**src/sv/tno_pkg.sv**
```systemverilog
// Types and constants shared by the telnet option negotiation block.
package tno_pkg;

  // Request op codes
  localparam logic [3:0] OP_GOT_WILL   = 4'd0;
  localparam logic [3:0] OP_GOT_WONT   = 4'd1;
  localparam logic [3:0] OP_GOT_DO     = 4'd2;
  localparam logic [3:0] OP_GOT_DONT   = 4'd3;
  localparam logic [3:0] OP_EN_LOCAL   = 4'd4;
  localparam logic [3:0] OP_EN_REMOTE  = 4'd5;
  localparam logic [3:0] OP_DIS_LOCAL  = 4'd6;
  localparam logic [3:0] OP_DIS_REMOTE = 4'd7;
  localparam logic [3:0] OP_QUERY      = 4'd8;

  // Verbs sent to the peer
  localparam logic [1:0] VERB_WILL = 2'd0;
  localparam logic [1:0] VERB_WONT = 2'd1;
  localparam logic [1:0] VERB_DO   = 2'd2;
  localparam logic [1:0] VERB_DONT = 2'd3;

  // Q states
  localparam logic [2:0] Q_NO         = 3'd0;
  localparam logic [2:0] Q_ASK_ON     = 3'd1;
  localparam logic [2:0] Q_ASK_ON_OFF = 3'd2;
  localparam logic [2:0] Q_YES        = 3'd3;
  localparam logic [2:0] Q_ASK_OFF    = 3'd4;
  localparam logic [2:0] Q_ASK_OFF_ON = 3'd5;

  // Per-side event kinds
  localparam logic [1:0] K_AGREE   = 2'd0;
  localparam logic [1:0] K_REFUSE  = 2'd1;
  localparam logic [1:0] K_ENABLE  = 2'd2;
  localparam logic [1:0] K_DISABLE = 2'd3;

  typedef struct packed {
    logic [3:0] op;
    logic [7:0] option_code;
    logic       lazy;
  } req_t;

  typedef struct packed {
    logic       send_valid;
    logic [1:0] send_verb;
    logic [7:0] option_out;
    logic       toggle_valid;
    logic       toggle_remote;
    logic       toggle_on;
    logic       local_on;
    logic       remote_on;
  } rsp_t;

  typedef struct packed {
    logic       l_lazy;
    logic [2:0] l_q;
    logic       r_lazy;
    logic [2:0] r_q;
  } entry_t;

  typedef struct packed {
    logic [2:0] q;
    logic       lz;
    logic       send;
    logic [1:0] verb;
    logic       tog;
    logic       tog_on;
  } side_res_t;

  function automatic logic q_is_on(logic [2:0] q);
    return (q == Q_YES) || (q == Q_ASK_OFF) || (q == Q_ASK_OFF_ON);
  endfunction

endpackage

```
**src/sv/telnet_option_negotiation.sv**
```systemverilog
// Top level: per-option Q-method negotiation table with one request per cycle while responses are taken.
//
// Request channel (req_valid/req_ready/req) carries an op, an option number
// and a lazy flag. Response channel (rsp_valid/rsp_ready/rsp) returns exactly
// one beat per request: the verb to send if any, a toggle event if any, and
// the enabled status of both sides after the update.
// A request is registered into the input stage when it is accepted; its
// response is registered into the output register when that stage advances.
// Throughput: one request per cycle, sustained while the receiver does not
// stall, including repeated requests for the same option; a one-entry bypass
// register covers the table's registered read port, so each request does one
// read-modify-write. Reset clears the per-entry valid bits at once; an entry
// never written reads as both sides NO with lazy clear, so no clearing pass
// is needed. When the receiver stalls, the response holds in the output
// register, the request in flight waits in the input stage, and req_ready
// drops while that stage is occupied, until the output register frees up.
// Options at or above NUM_OPTIONS change nothing and report both sides off.
module telnet_option_negotiation #(
  parameter int NUM_OPTIONS = 256
) (
  input  logic          clk,
  input  logic          rst,
  input  logic          req_valid,
  output logic          req_ready,
  input  tno_pkg::req_t req,
  output logic          rsp_valid,
  input  logic          rsp_ready,
  output tno_pkg::rsp_t rsp
);

  localparam int IDX_W = (NUM_OPTIONS > 1) ? $clog2(NUM_OPTIONS) : 1;

  tno_pkg::entry_t mem [NUM_OPTIONS];
  logic [NUM_OPTIONS-1:0] vld;

  logic            s1_valid;
  tno_pkg::req_t   s1;
  logic            s1_in_range;
  logic            s1_vld;
  logic            s1_fwd;
  tno_pkg::entry_t rd_entry;
  tno_pkg::entry_t fwd_entry;

  logic            s1_adv;
  logic            req_acc;
  logic            req_in_range;
  logic [IDX_W-1:0] rd_idx;
  logic [IDX_W-1:0] wr_idx;

  tno_pkg::entry_t   cur;
  tno_pkg::entry_t   entry_next;
  tno_pkg::side_res_t sr;
  tno_pkg::rsp_t     rsp_next;
  logic              active;
  logic              remote;
  logic [1:0]        kind;

  function automatic tno_pkg::side_res_t side_step(logic [2:0] q, logic lz, logic rmt,
                                                   logic [1:0] knd, logic lazy_in);
    tno_pkg::side_res_t r;
    logic [1:0] pos;
    logic [1:0] neg;
    r.q      = q;
    r.lz     = lz;
    r.send   = 1'b0;
    r.verb   = tno_pkg::VERB_WILL;
    r.tog    = 1'b0;
    r.tog_on = 1'b0;
    pos = rmt ? tno_pkg::VERB_DO : tno_pkg::VERB_WILL;
    neg = rmt ? tno_pkg::VERB_DONT : tno_pkg::VERB_WONT;
    unique case (knd)
      tno_pkg::K_AGREE: begin
        unique case (q)
          tno_pkg::Q_NO: begin
            r.send = 1'b1; r.verb = neg;
          end
          tno_pkg::Q_ASK_OFF: r.q = tno_pkg::Q_NO;
          tno_pkg::Q_ASK_OFF_ON: begin
            r.q = tno_pkg::Q_YES; r.tog = 1'b1; r.tog_on = 1'b1;
          end
          tno_pkg::Q_ASK_ON: begin
            r.send = lz; r.verb = pos;
            r.q = tno_pkg::Q_YES; r.tog = 1'b1; r.tog_on = 1'b1;
          end
          tno_pkg::Q_ASK_ON_OFF: begin
            r.send = 1'b1; r.verb = neg;
            r.q = tno_pkg::Q_ASK_OFF; r.tog = 1'b1; r.tog_on = 1'b1;
          end
          default: ;
        endcase
      end
      tno_pkg::K_REFUSE: begin
        unique case (q)
          tno_pkg::Q_YES: begin
            r.send = 1'b1; r.verb = neg;
            r.q = tno_pkg::Q_NO; r.tog = 1'b1;
          end
          tno_pkg::Q_ASK_OFF, tno_pkg::Q_ASK_ON, tno_pkg::Q_ASK_ON_OFF: r.q = tno_pkg::Q_NO;
          tno_pkg::Q_ASK_OFF_ON: begin
            r.send = !lz; r.verb = pos; r.q = tno_pkg::Q_ASK_ON;
          end
          default: ;
        endcase
      end
      tno_pkg::K_ENABLE: begin
        unique case (q)
          tno_pkg::Q_NO: begin
            r.q = tno_pkg::Q_ASK_ON; r.lz = lazy_in;
            r.send = !lazy_in; r.verb = pos;
          end
          tno_pkg::Q_ASK_OFF: r.q = tno_pkg::Q_ASK_OFF_ON;
          tno_pkg::Q_ASK_ON: begin
            r.send = lz && !lazy_in; r.verb = pos; r.lz = lazy_in;
          end
          tno_pkg::Q_ASK_ON_OFF: r.q = tno_pkg::Q_ASK_ON;
          default: ;
        endcase
      end
      tno_pkg::K_DISABLE: begin
        unique case (q)
          tno_pkg::Q_YES: begin
            r.send = 1'b1; r.verb = neg;
            r.q = tno_pkg::Q_ASK_OFF; r.lz = 1'b0; r.tog = 1'b1;
          end
          tno_pkg::Q_ASK_OFF_ON: r.q = tno_pkg::Q_ASK_OFF;
          tno_pkg::Q_ASK_ON: begin
            r.q = lz ? tno_pkg::Q_NO : tno_pkg::Q_ASK_ON_OFF; r.lz = 1'b0;
          end
          default: ;
        endcase
      end
      default: ;
    endcase
    if (!r.send) r.verb = tno_pkg::VERB_WILL;
    return r;
  endfunction

  // Handshake and stage control
  assign s1_adv       = s1_valid && (!rsp_valid || rsp_ready);
  assign req_ready    = !s1_valid || s1_adv;
  assign req_acc      = req_valid && req_ready;
  assign req_in_range = {1'b0, req.option_code} < 9'(NUM_OPTIONS);
  assign rd_idx       = req.option_code[IDX_W-1:0];
  assign wr_idx       = s1.option_code[IDX_W-1:0];

  always_ff @(posedge clk) begin
    if (rst) begin
      s1_valid <= 1'b0;
    end else if (req_acc) begin
      s1_valid <= 1'b1;
    end else if (s1_adv) begin
      s1_valid <= 1'b0;
    end
  end

  always_ff @(posedge clk) begin
    if (req_acc) begin
      s1          <= req;
      s1_in_range <= req_in_range;
      s1_vld      <= vld[rd_idx];
      s1_fwd      <= s1_adv && s1_in_range && (req.option_code == s1.option_code);
      fwd_entry   <= entry_next;
    end
  end

  // Table: write back on advance, registered read on accept
  always_ff @(posedge clk) begin
    if (s1_adv && s1_in_range) begin
      mem[wr_idx] <= entry_next;
    end
    if (req_acc) begin
      rd_entry <= mem[rd_idx];
    end
  end

  always_ff @(posedge clk) begin
    if (rst) begin
      vld <= '0;
    end else if (s1_adv && s1_in_range) begin
      vld[wr_idx] <= 1'b1;
    end
  end

  // Request decode
  always_comb begin
    active = s1_in_range;
    remote = 1'b0;
    kind   = tno_pkg::K_AGREE;
    unique case (s1.op)
      tno_pkg::OP_GOT_WILL:   begin remote = 1'b1; kind = tno_pkg::K_AGREE;   end
      tno_pkg::OP_GOT_WONT:   begin remote = 1'b1; kind = tno_pkg::K_REFUSE;  end
      tno_pkg::OP_GOT_DO:     begin remote = 1'b0; kind = tno_pkg::K_AGREE;   end
      tno_pkg::OP_GOT_DONT:   begin remote = 1'b0; kind = tno_pkg::K_REFUSE;  end
      tno_pkg::OP_EN_LOCAL:   begin remote = 1'b0; kind = tno_pkg::K_ENABLE;  end
      tno_pkg::OP_EN_REMOTE:  begin remote = 1'b1; kind = tno_pkg::K_ENABLE;  end
      tno_pkg::OP_DIS_LOCAL:  begin remote = 1'b0; kind = tno_pkg::K_DISABLE; end
      tno_pkg::OP_DIS_REMOTE: begin remote = 1'b1; kind = tno_pkg::K_DISABLE; end
      default:                active = 1'b0;
    endcase
  end

  // Entry update and response
  always_comb begin
    cur = s1_fwd ? fwd_entry : (s1_vld ? rd_entry : '0);
    sr  = side_step(remote ? cur.r_q : cur.l_q, remote ? cur.r_lazy : cur.l_lazy,
                    remote, kind, s1.lazy);
    if (!active) begin
      sr.send   = 1'b0;
      sr.verb   = tno_pkg::VERB_WILL;
      sr.tog    = 1'b0;
      sr.tog_on = 1'b0;
    end
    entry_next = cur;
    if (active && remote) begin
      entry_next.r_q    = sr.q;
      entry_next.r_lazy = sr.lz;
    end else if (active) begin
      entry_next.l_q    = sr.q;
      entry_next.l_lazy = sr.lz;
    end
    rsp_next.send_valid    = sr.send;
    rsp_next.send_verb     = sr.verb;
    rsp_next.option_out    = s1.option_code;
    rsp_next.toggle_valid  = sr.tog;
    rsp_next.toggle_remote = sr.tog && remote;
    rsp_next.toggle_on     = sr.tog_on;
    rsp_next.local_on      = s1_in_range && tno_pkg::q_is_on(entry_next.l_q);
    rsp_next.remote_on     = s1_in_range && tno_pkg::q_is_on(entry_next.r_q);
  end

  always_ff @(posedge clk) begin
    if (rst) begin
      rsp_valid <= 1'b0;
    end else if (s1_adv) begin
      rsp_valid <= 1'b1;
    end else if (rsp_ready) begin
      rsp_valid <= 1'b0;
    end
  end

  always_ff @(posedge clk) begin
    if (s1_adv) begin
      rsp <= rsp_next;
    end
  end

`ifndef ASSERT_OFF
  a_toggle_off_sends: assert property (@(posedge clk) disable iff (rst)
    rsp_valid && rsp.toggle_valid && !rsp.toggle_on |-> rsp.send_valid)
    else $error("toggle off without a verb sent");

  a_verb_side: assert property (@(posedge clk) disable iff (rst)
    rsp_valid && rsp.toggle_valid && rsp.send_valid |-> rsp.send_verb[1] == rsp.toggle_remote)
    else $error("verb sent for the wrong side");

  a_toggle_on_status: assert property (@(posedge clk) disable iff (rst)
    rsp_valid && rsp.toggle_valid && rsp.toggle_on |->
      (rsp.toggle_remote ? rsp.remote_on : rsp.local_on))
    else $error("toggled on but side reported off");

  a_no_bad_q: assert property (@(posedge clk) disable iff (rst)
    s1_adv && s1_in_range |-> entry_next.l_q <= tno_pkg::Q_ASK_OFF_ON &&
      entry_next.r_q <= tno_pkg::Q_ASK_OFF_ON)
    else $error("illegal Q state written to table");

  a_out_of_range: assert property (@(posedge clk) disable iff (rst)
    s1_adv && !s1_in_range |=> !rsp.send_valid && !rsp.toggle_valid &&
      !rsp.local_on && !rsp.remote_on)
    else $error("out-of-range option produced an effect");
`endif

endmodule

```
**config.mk**
```make
export PLATFORM = sky130hd
export DESIGN_NAME = telnet_option_negotiation
export DESIGN_NICKNAME = d
export VERILOG_FILES = /design/src/sv/tno_pkg.sv /design/src/sv/telnet_option_negotiation.sv
export SDC_FILE = /design/constraint.sdc
export NUM_CORES = 2
export LEC_CHECK = 0
export BUFFER_PORTS_ARGS = -buffer_cell sky130_fd_sc_hd__buf_2
export CORE_MARGIN = 4
export CORE_UTILIZATION = 45
export DETAILED_ROUTE_END_ITERATION = 10
export HOLD_SLACK_MARGIN = 0.03
export MAX_ROUTING_LAYER = met4
export PLACE_DENSITY = 0.56
export SYNTH_ARGS = -nofsm -noshare
export SYNTH_HDL_FRONTEND = slang
export SYNTH_SLANG_ARGS = --single-unit
```
**constraint.sdc**
```tcl
create_clock -name clk -period 23.9 [get_ports clk]
set_input_delay 4.78 -clock clk [delete_from_list [all_inputs] [get_ports clk]]
set_output_delay 4.78 -clock clk [all_outputs]
set_load 0.01 [all_outputs]
```
Word-level counts from Yosys, hierarchy flattened
Memory sizes are Yosys's and may differ from the RTL's. A register that Yosys moved wholly into a read port is not among the register bits.
Cells that the tools add are included.
{"block": "op_classes", "add_sub_neg": 0, "n_mul": 0, "div_mod_pow": 0, "magnitude_cmp": 3, "n_eq_ne": 22, "shifts": 0, "n_mux": 40, "n_bitwise": 1, "n_reduce_logical": 35}
{"operator": "$or A256 B256 Y256", "count": 1}
{"operator": "$pmux W3 S2", "count": 5}
{"operator": "$pmux W3 S4", "count": 2}
{"operator": "$eq A3 B3 Y1 const B", "count": 6}
{"operator": "$lt A8 B9 Y1 const B", "count": 2}
{"operator": "$eq A4 B3 Y1 const B", "count": 4}
{"operator": "$mux W4", "count": 4}
{"operator": "$mux W8", "count": 2}
{"operator": "$mux W1", "count": 14}
{"operator": "$reduce_or A2 Y1", "count": 7}
{"operator": "$eq A3 B2 Y1 const B", "count": 4}
{"operator": "$mux W2", "count": 5}
{"operator": "$pmux W3 S3", "count": 1}
{"operator": "$bmux W1 S8", "count": 1}
{"operator": "$demux W1 S8", "count": 1}
{"operator": "$eq A4 B2 Y1 const B", "count": 2}
{"operator": "$eq A8 B8 Y1", "count": 1}
{"operator": "$ge A8 B1 Y1 const B", "count": 1}
{"operator": "$pmux W4 S2", "count": 1}
{"operator": "$reduce_or A4 Y1", "count": 2}
{"operator": "$reduce_or A8 Y1", "count": 1}
{"operator": "$logic_and A1 B1 Y1", "count": 7}
{"operator": "$logic_or A1 B1 Y1", "count": 6}
{"operator": "$pmux W2 S3", "count": 1}
{"operator": "14 further kinds", "count": 20}
{"block": "totals", "regBits": 297, "latchBits": 0, "ram_bits": 2048, "rom_bits": 0, "inputBits": 17, "output_inout_bits": 18, "word_cells": 122, "mem_count": 1}
{"name": "mem", "words": 256, "width": 8, "read_ports": 1, "rd_ports_with_merged_regs": 1, "wr": 1, "line_no": "telnet_option_negotiation.sv:33", "text": "tno_pkg::entry_t mem [NUM_OPTIONS];"}

Logic depth before layout (Yosys ltp)
{"block": "depth", "ltp_word": 13, "depth_mapped": 10, "depth_no_buf": 7}

Worst setup path before layout
Ideal clock, no wire load.
{"block": "synth_timing", "path_type": "register to register", "start": "register s1[10] (netlist bit)", "end": "register fwd_entry[2] (netlist bit), data pin", "setup_time_ns": 2.202, "arrival_time_ns": 11.866, "t_required_ns": 21.698, "slack_ns": 9.831, "path_stages_with_launch": 10, "path_buffers": 3, "period_less_slack_ns": 14.069, "path_cell_list": "edfxtp_1 -> nor2b_4 -> or3_1 -> buf_6 -> buf_12 -> mux2i_4 -> buf_6 -> nor3_1 -> nor2_1 -> o21ai_0"}
{"element": "start: declaration", "line_no": "telnet_option_negotiation.sv:37", "text": "tno_pkg::req_t s1;"}
{"element": "start signal: assignment", "line_no": "telnet_option_negotiation.sv:158", "text": "s1 <= req;"}
{"element": "end signal: assignment", "line_no": "telnet_option_negotiation.sv:162", "text": "fwd_entry <= entry_next;"}
{"element": "end: declaration", "line_no": "telnet_option_negotiation.sv:42", "text": "tno_pkg::entry_t fwd_entry;"}

Final worst setup path
{"block": "layout_timing", "start": "input rsp_ready", "end": "output req_ready"}
{"block": "layout_between", "elab_chain_cells": 3}
{"element": "start: declaration", "line_no": "telnet_option_negotiation.sv:27", "text": "input logic rsp_ready,"}
{"element": "$logic_or A1 B1 Y1", "line_no": "telnet_option_negotiation.sv:139", "text": "assign s1_adv = s1_valid && (!rsp_valid || rsp_ready);"}
{"element": "$logic_and A1 B1 Y1", "line_no": "telnet_option_negotiation.sv:139"}
{"element": "$logic_or A1 B1 Y1", "line_no": "telnet_option_negotiation.sv:140", "text": "assign req_ready = !s1_valid || s1_adv;"}
{"element": "end: declaration", "line_no": "telnet_option_negotiation.sv:24", "text": "output logic req_ready,"}
Every way passes these cells.

==> reports/results.txt <==
The run gives 0 as the number of gates resized after cts. The logs give 5.45 ns for the arrival time at the worst endpoint and 164 for the floorplan row count. The run gives 56 as the number of different library cells in the post-synthesis netlist. After synthesis, the cell types taking the most area are sky130_fd_sc_hd__edfxtp_1 69%, sky130_fd_sc_hd__mux4_2 17%, sky130_fd_sc_hd__dfxtp_1 5.7%. TritonCTS created 235 clock buffers. The path class of the tightest hold or removal check is reg2reg. Dividing the detail-routed via count by the number of cells gives 5.96. In the routed design, unresolved DRC markers number 0. The filler cell count was 16000.

From synthesis to final layout, the design area changed by 12.4%. TritonCTS built the clock tree. STA classifies the critical path startpoint as an input pin. The tool flagged a number of max-cap violations equal to 0.

35 I/O pins were placed. The final route contains 44600 vias. Data required time at the worst endpoint: 19.12 ns. Synthesis produced a netlist whose cell count is 4492. Clock tree synthesis found a total of 2353 sinks. The tools report the sequential cell area fraction in the yosys report as 0.749. The all-layer global routing usage came out at 0.230. The maximum fanout encountered on the critical timing path was 4. The root buffer cell chosen for the clock tree is sky130_fd_sc_hd__clkbuf_16. The critical path capture point type was an output port. Leaving out fill and tap cells, the most frequent cells in the layout are 2095 x sky130_fd_sc_hd__edfxtp_1, 689 x sky130_fd_sc_hd__mux4_2, 660 x sky130_fd_sc_hd__nor2_1. The logs give 0.0475 ns for the largest clock skew in the final design and 4509 for the number of nets in the synthesized netlist.

The HPWL after detailed placement is 139 mm. Power density over cell area: 86.6 mW/mm^2. The part of the cycle the worst path needs came out at 0.428. The share of synthesized registers carrying an async set or reset works out to 0. The setup-violating endpoint count in the final report was 0; the synthesis warning total was 0.

The run gives 0.510 as the final core utilization. The run gives 0.0797 mV as the largest vdd supply drop. The effective utilization at floorplan was 0.454; the transition time of the tightest slew-check pin was 1.39 ns.

The slowest stage of the critical path belongs to the cell sky130_fd_sc_hd__nor2b_1. In the final layout, the multi-input gates occupy 0.0216 mm^2. The share of final-layout standard cells stronger than drive strength 1 came out at 0.255.

The run finished with clean final reports. The count of nets left with antenna violations once routing finished came out at 0. Among all flip-flop cells after synthesis, the most frequent one is sky130_fd_sc_hd__edfxtp_1. The critical path goes through buf_2 > nor2b_1 > nand2_1 > buf_2.

The number of optimization iterations in the first detailed-route pass is 6, and the number of DRC markers after the initial detailed-route iteration is 4935. The die is 457 um wide. The setup TNS is 0 ns. The class of the most critical setup path was in2out.

The run gives 0 as the count of final hold-check violations. Post-CTS timing repair inserted 0 buffers for setup. The first global-routing pass estimated 336 mm of wire. Among the stages of the critical path, the cell type that occurs most often is sky130_fd_sc_hd__buf_2. The latest clock arrival within the worst-skew pair came out at 0.86 ns. Summed over all cells, the static leakage comes to 32.0 nW. The synthesized design spends more area on one cell type than any other, namely sky130_fd_sc_hd__edfxtp_1. The top cell type's share of synthesized area was 0.693. The tools report the via count of the first global-routing pass as 44800. The clock period minus final worst setup slack is 10.23 ns. The number of hold buffers added after cts is 0, and the pin count of the biggest net entering global routing is 157. The logs give 0 for the count of final max-slew check failures and 0.0908 mm^2 for the area of the mapped netlist. The number of buffers inserted by port buffering was 34. The total length of routed wires came out at 234 mm.

Based on the critical path, the design can be clocked at up to 97.8 MHz. At the end of routability-driven placement, the weighted congestion stood at 0.833. The register clock-pin slew on the reported worst setup and hold paths is 0.06 ns, and the overall die area is 0.209 mm^2. The headroom to the max-slew limit was 0.0718. The total area inside the core boundary comes to 0.200 mm^2. In this run the vertical extent of the chip is 457 um. At the end of the flow, the number of nets in the layout was 4631.

The area taken by flip-flops and latches was 0.0681 mm^2. The register bit count reported by yosys is 2353. The clock tree synthesis step divided the H-tree into 4 levels. The average cell area after synthesis was 20.2 um^2. On the worst path, the slowest cell contributes a delay of 0.31 ns. In the final routed layout, each cell accounts on average for 31.3 um. Yosys mapped a number of flops with a built-in enable equal to 2095. The most common cell after layout, fill and taps aside was sky130_fd_sc_hd__edfxtp_1. For the initial antenna violation count, the log shows 6.

Global routing finished with a remaining overflow of 0. The clock passes through at most 3 buffers. Setup repair after global routing left no endpoint under its margin.
## registers in the layout (all words and copies together) (netlist names), 5 cells and up
| name | flops |
|---|---|
| vld | 256 |
| wr_idx | 8 |
| s1 | 5 |
| mem | 2048 |
| rd_entry | 8 |
| fwd_entry | 8 |
| rsp | 16 |
## Yosys cell counts (4+ instances only)
| cell | instances |
|---|---|
| sky130_fd_sc_hd__buf_2 | 46 |
| sky130_fd_sc_hd__a22oi_1 | 30 |
| sky130_fd_sc_hd__nand2b_1 | 12 |
| sky130_fd_sc_hd__mux2i_1 | 66 |
| sky130_fd_sc_hd__o21ai_0 | 7 |
| sky130_fd_sc_hd__edfxtp_1 | 2095 |
| sky130_fd_sc_hd__a22o_1 | 17 |
| sky130_fd_sc_hd__nor2b_1 | 16 |
| sky130_fd_sc_hd__nor3_1 | 23 |
| sky130_fd_sc_hd__dfxtp_1 | 258 |
| sky130_fd_sc_hd__buf_4 | 39 |
| sky130_fd_sc_hd__mux4_2 | 689 |
| sky130_fd_sc_hd__clkbuf_1 | 135 |
| sky130_fd_sc_hd__or2_2 | 4 |
| sky130_fd_sc_hd__a21oi_1 | 138 |
| sky130_fd_sc_hd__a211oi_1 | 30 |
| sky130_fd_sc_hd__nand2_1 | 52 |
| sky130_fd_sc_hd__and2_1 | 4 |
| sky130_fd_sc_hd__nand3_1 | 15 |
| sky130_fd_sc_hd__nor2_1 | 671 |
| sky130_fd_sc_hd__nor4_1 | 9 |
| sky130_fd_sc_hd__xnor2_1 | 6 |
| sky130_fd_sc_hd__or3_1 | 5 |
| sky130_fd_sc_hd__buf_6 | 14 |
| sky130_fd_sc_hd__o221ai_1 | 4 |
| sky130_fd_sc_hd__buf_1 | 26 |
| sky130_fd_sc_hd__o22ai_1 | 39 |
## final timing paths
kind,startpoint,endpoint,slack (ns),cells after the start
worst max-delay path,rsp_ready,req_ready,13.67,4
worst max register to register,s1[10]$_DFFE_PP_,mem[67][1]$_DFFE_PP_,18.33,9
worst min-delay path,wr_idx[6]$_DFFE_PP_,rsp[11]$_DFFE_PP_,0.44,0
worst min register to register,wr_idx[6]$_DFFE_PP_,rsp[11]$_DFFE_PP_,0.44,0
## routing by layer
| layer | wire length [um] | up-vias | track usage |
|---|---|---|---|
| met5 | 0 | - | - |
| met1 | 99500 | 24000 | 0.320 |
| li1 | - | 18600 | - |
| met4 | 6330 | 0 | 0.0610 |
| met2 | 112000 | 1635 | 0.352 |
| met3 | 16900 | 347 | 0.0461 |
## cells by family after synthesis
kind of cell | Yosys count | share of synthesized area
muxes | 763 | 0.180
xor gates and xnor gates | 8 | 0.000771
and+or+nand+nor | 823 | 0.0365
buffers and inverters | 264 | 0.0145
AOI/OAI and AO/OA | 281 | 0.0193
DFF | 2353 | 0.749
## per-stage QoR
step                total power [mW]  instances  worst slack [ns]  hold slack [ns]  area, um^2
detailed placement              5.19       7032             13.57            0.448       94200
floorplan                       5.04       4492              9.83            0.431       90800
CTS                             8.91       7482             13.68            0.465      102000
global route                    9.11       7485             13.57            0.462      102000
global placement                5.18       7032             13.60            0.434       94200
finish                          8.83       7486             13.67            0.444      102000
## cell type report
type	count	share of cell area
timing repair buffer	146	0.0110
clock buffer	317	0.0644
multi-input combinational	1875	0.212
sequential	2353	0.667
tap	2656	0.0326
clock inverter	133	0.0130
inverter	3	0.000184
antenna	3	0.0000735
## power by group
group / internal (mW) / switching, mW
logic: 0.147 / 0.349
registers: 4.59 / 0.0100
clock network: 2.18 / 1.57
total: 6.91 / 1.92
## worst max-delay path: cells and delay by family
family | cells | cell delay [ns]
buffers and inverters | 2 | 0.25
AND/OR/NAND/NOR | 2 | 0.42
No activity file was read; power rests on OpenSTA's default activity.
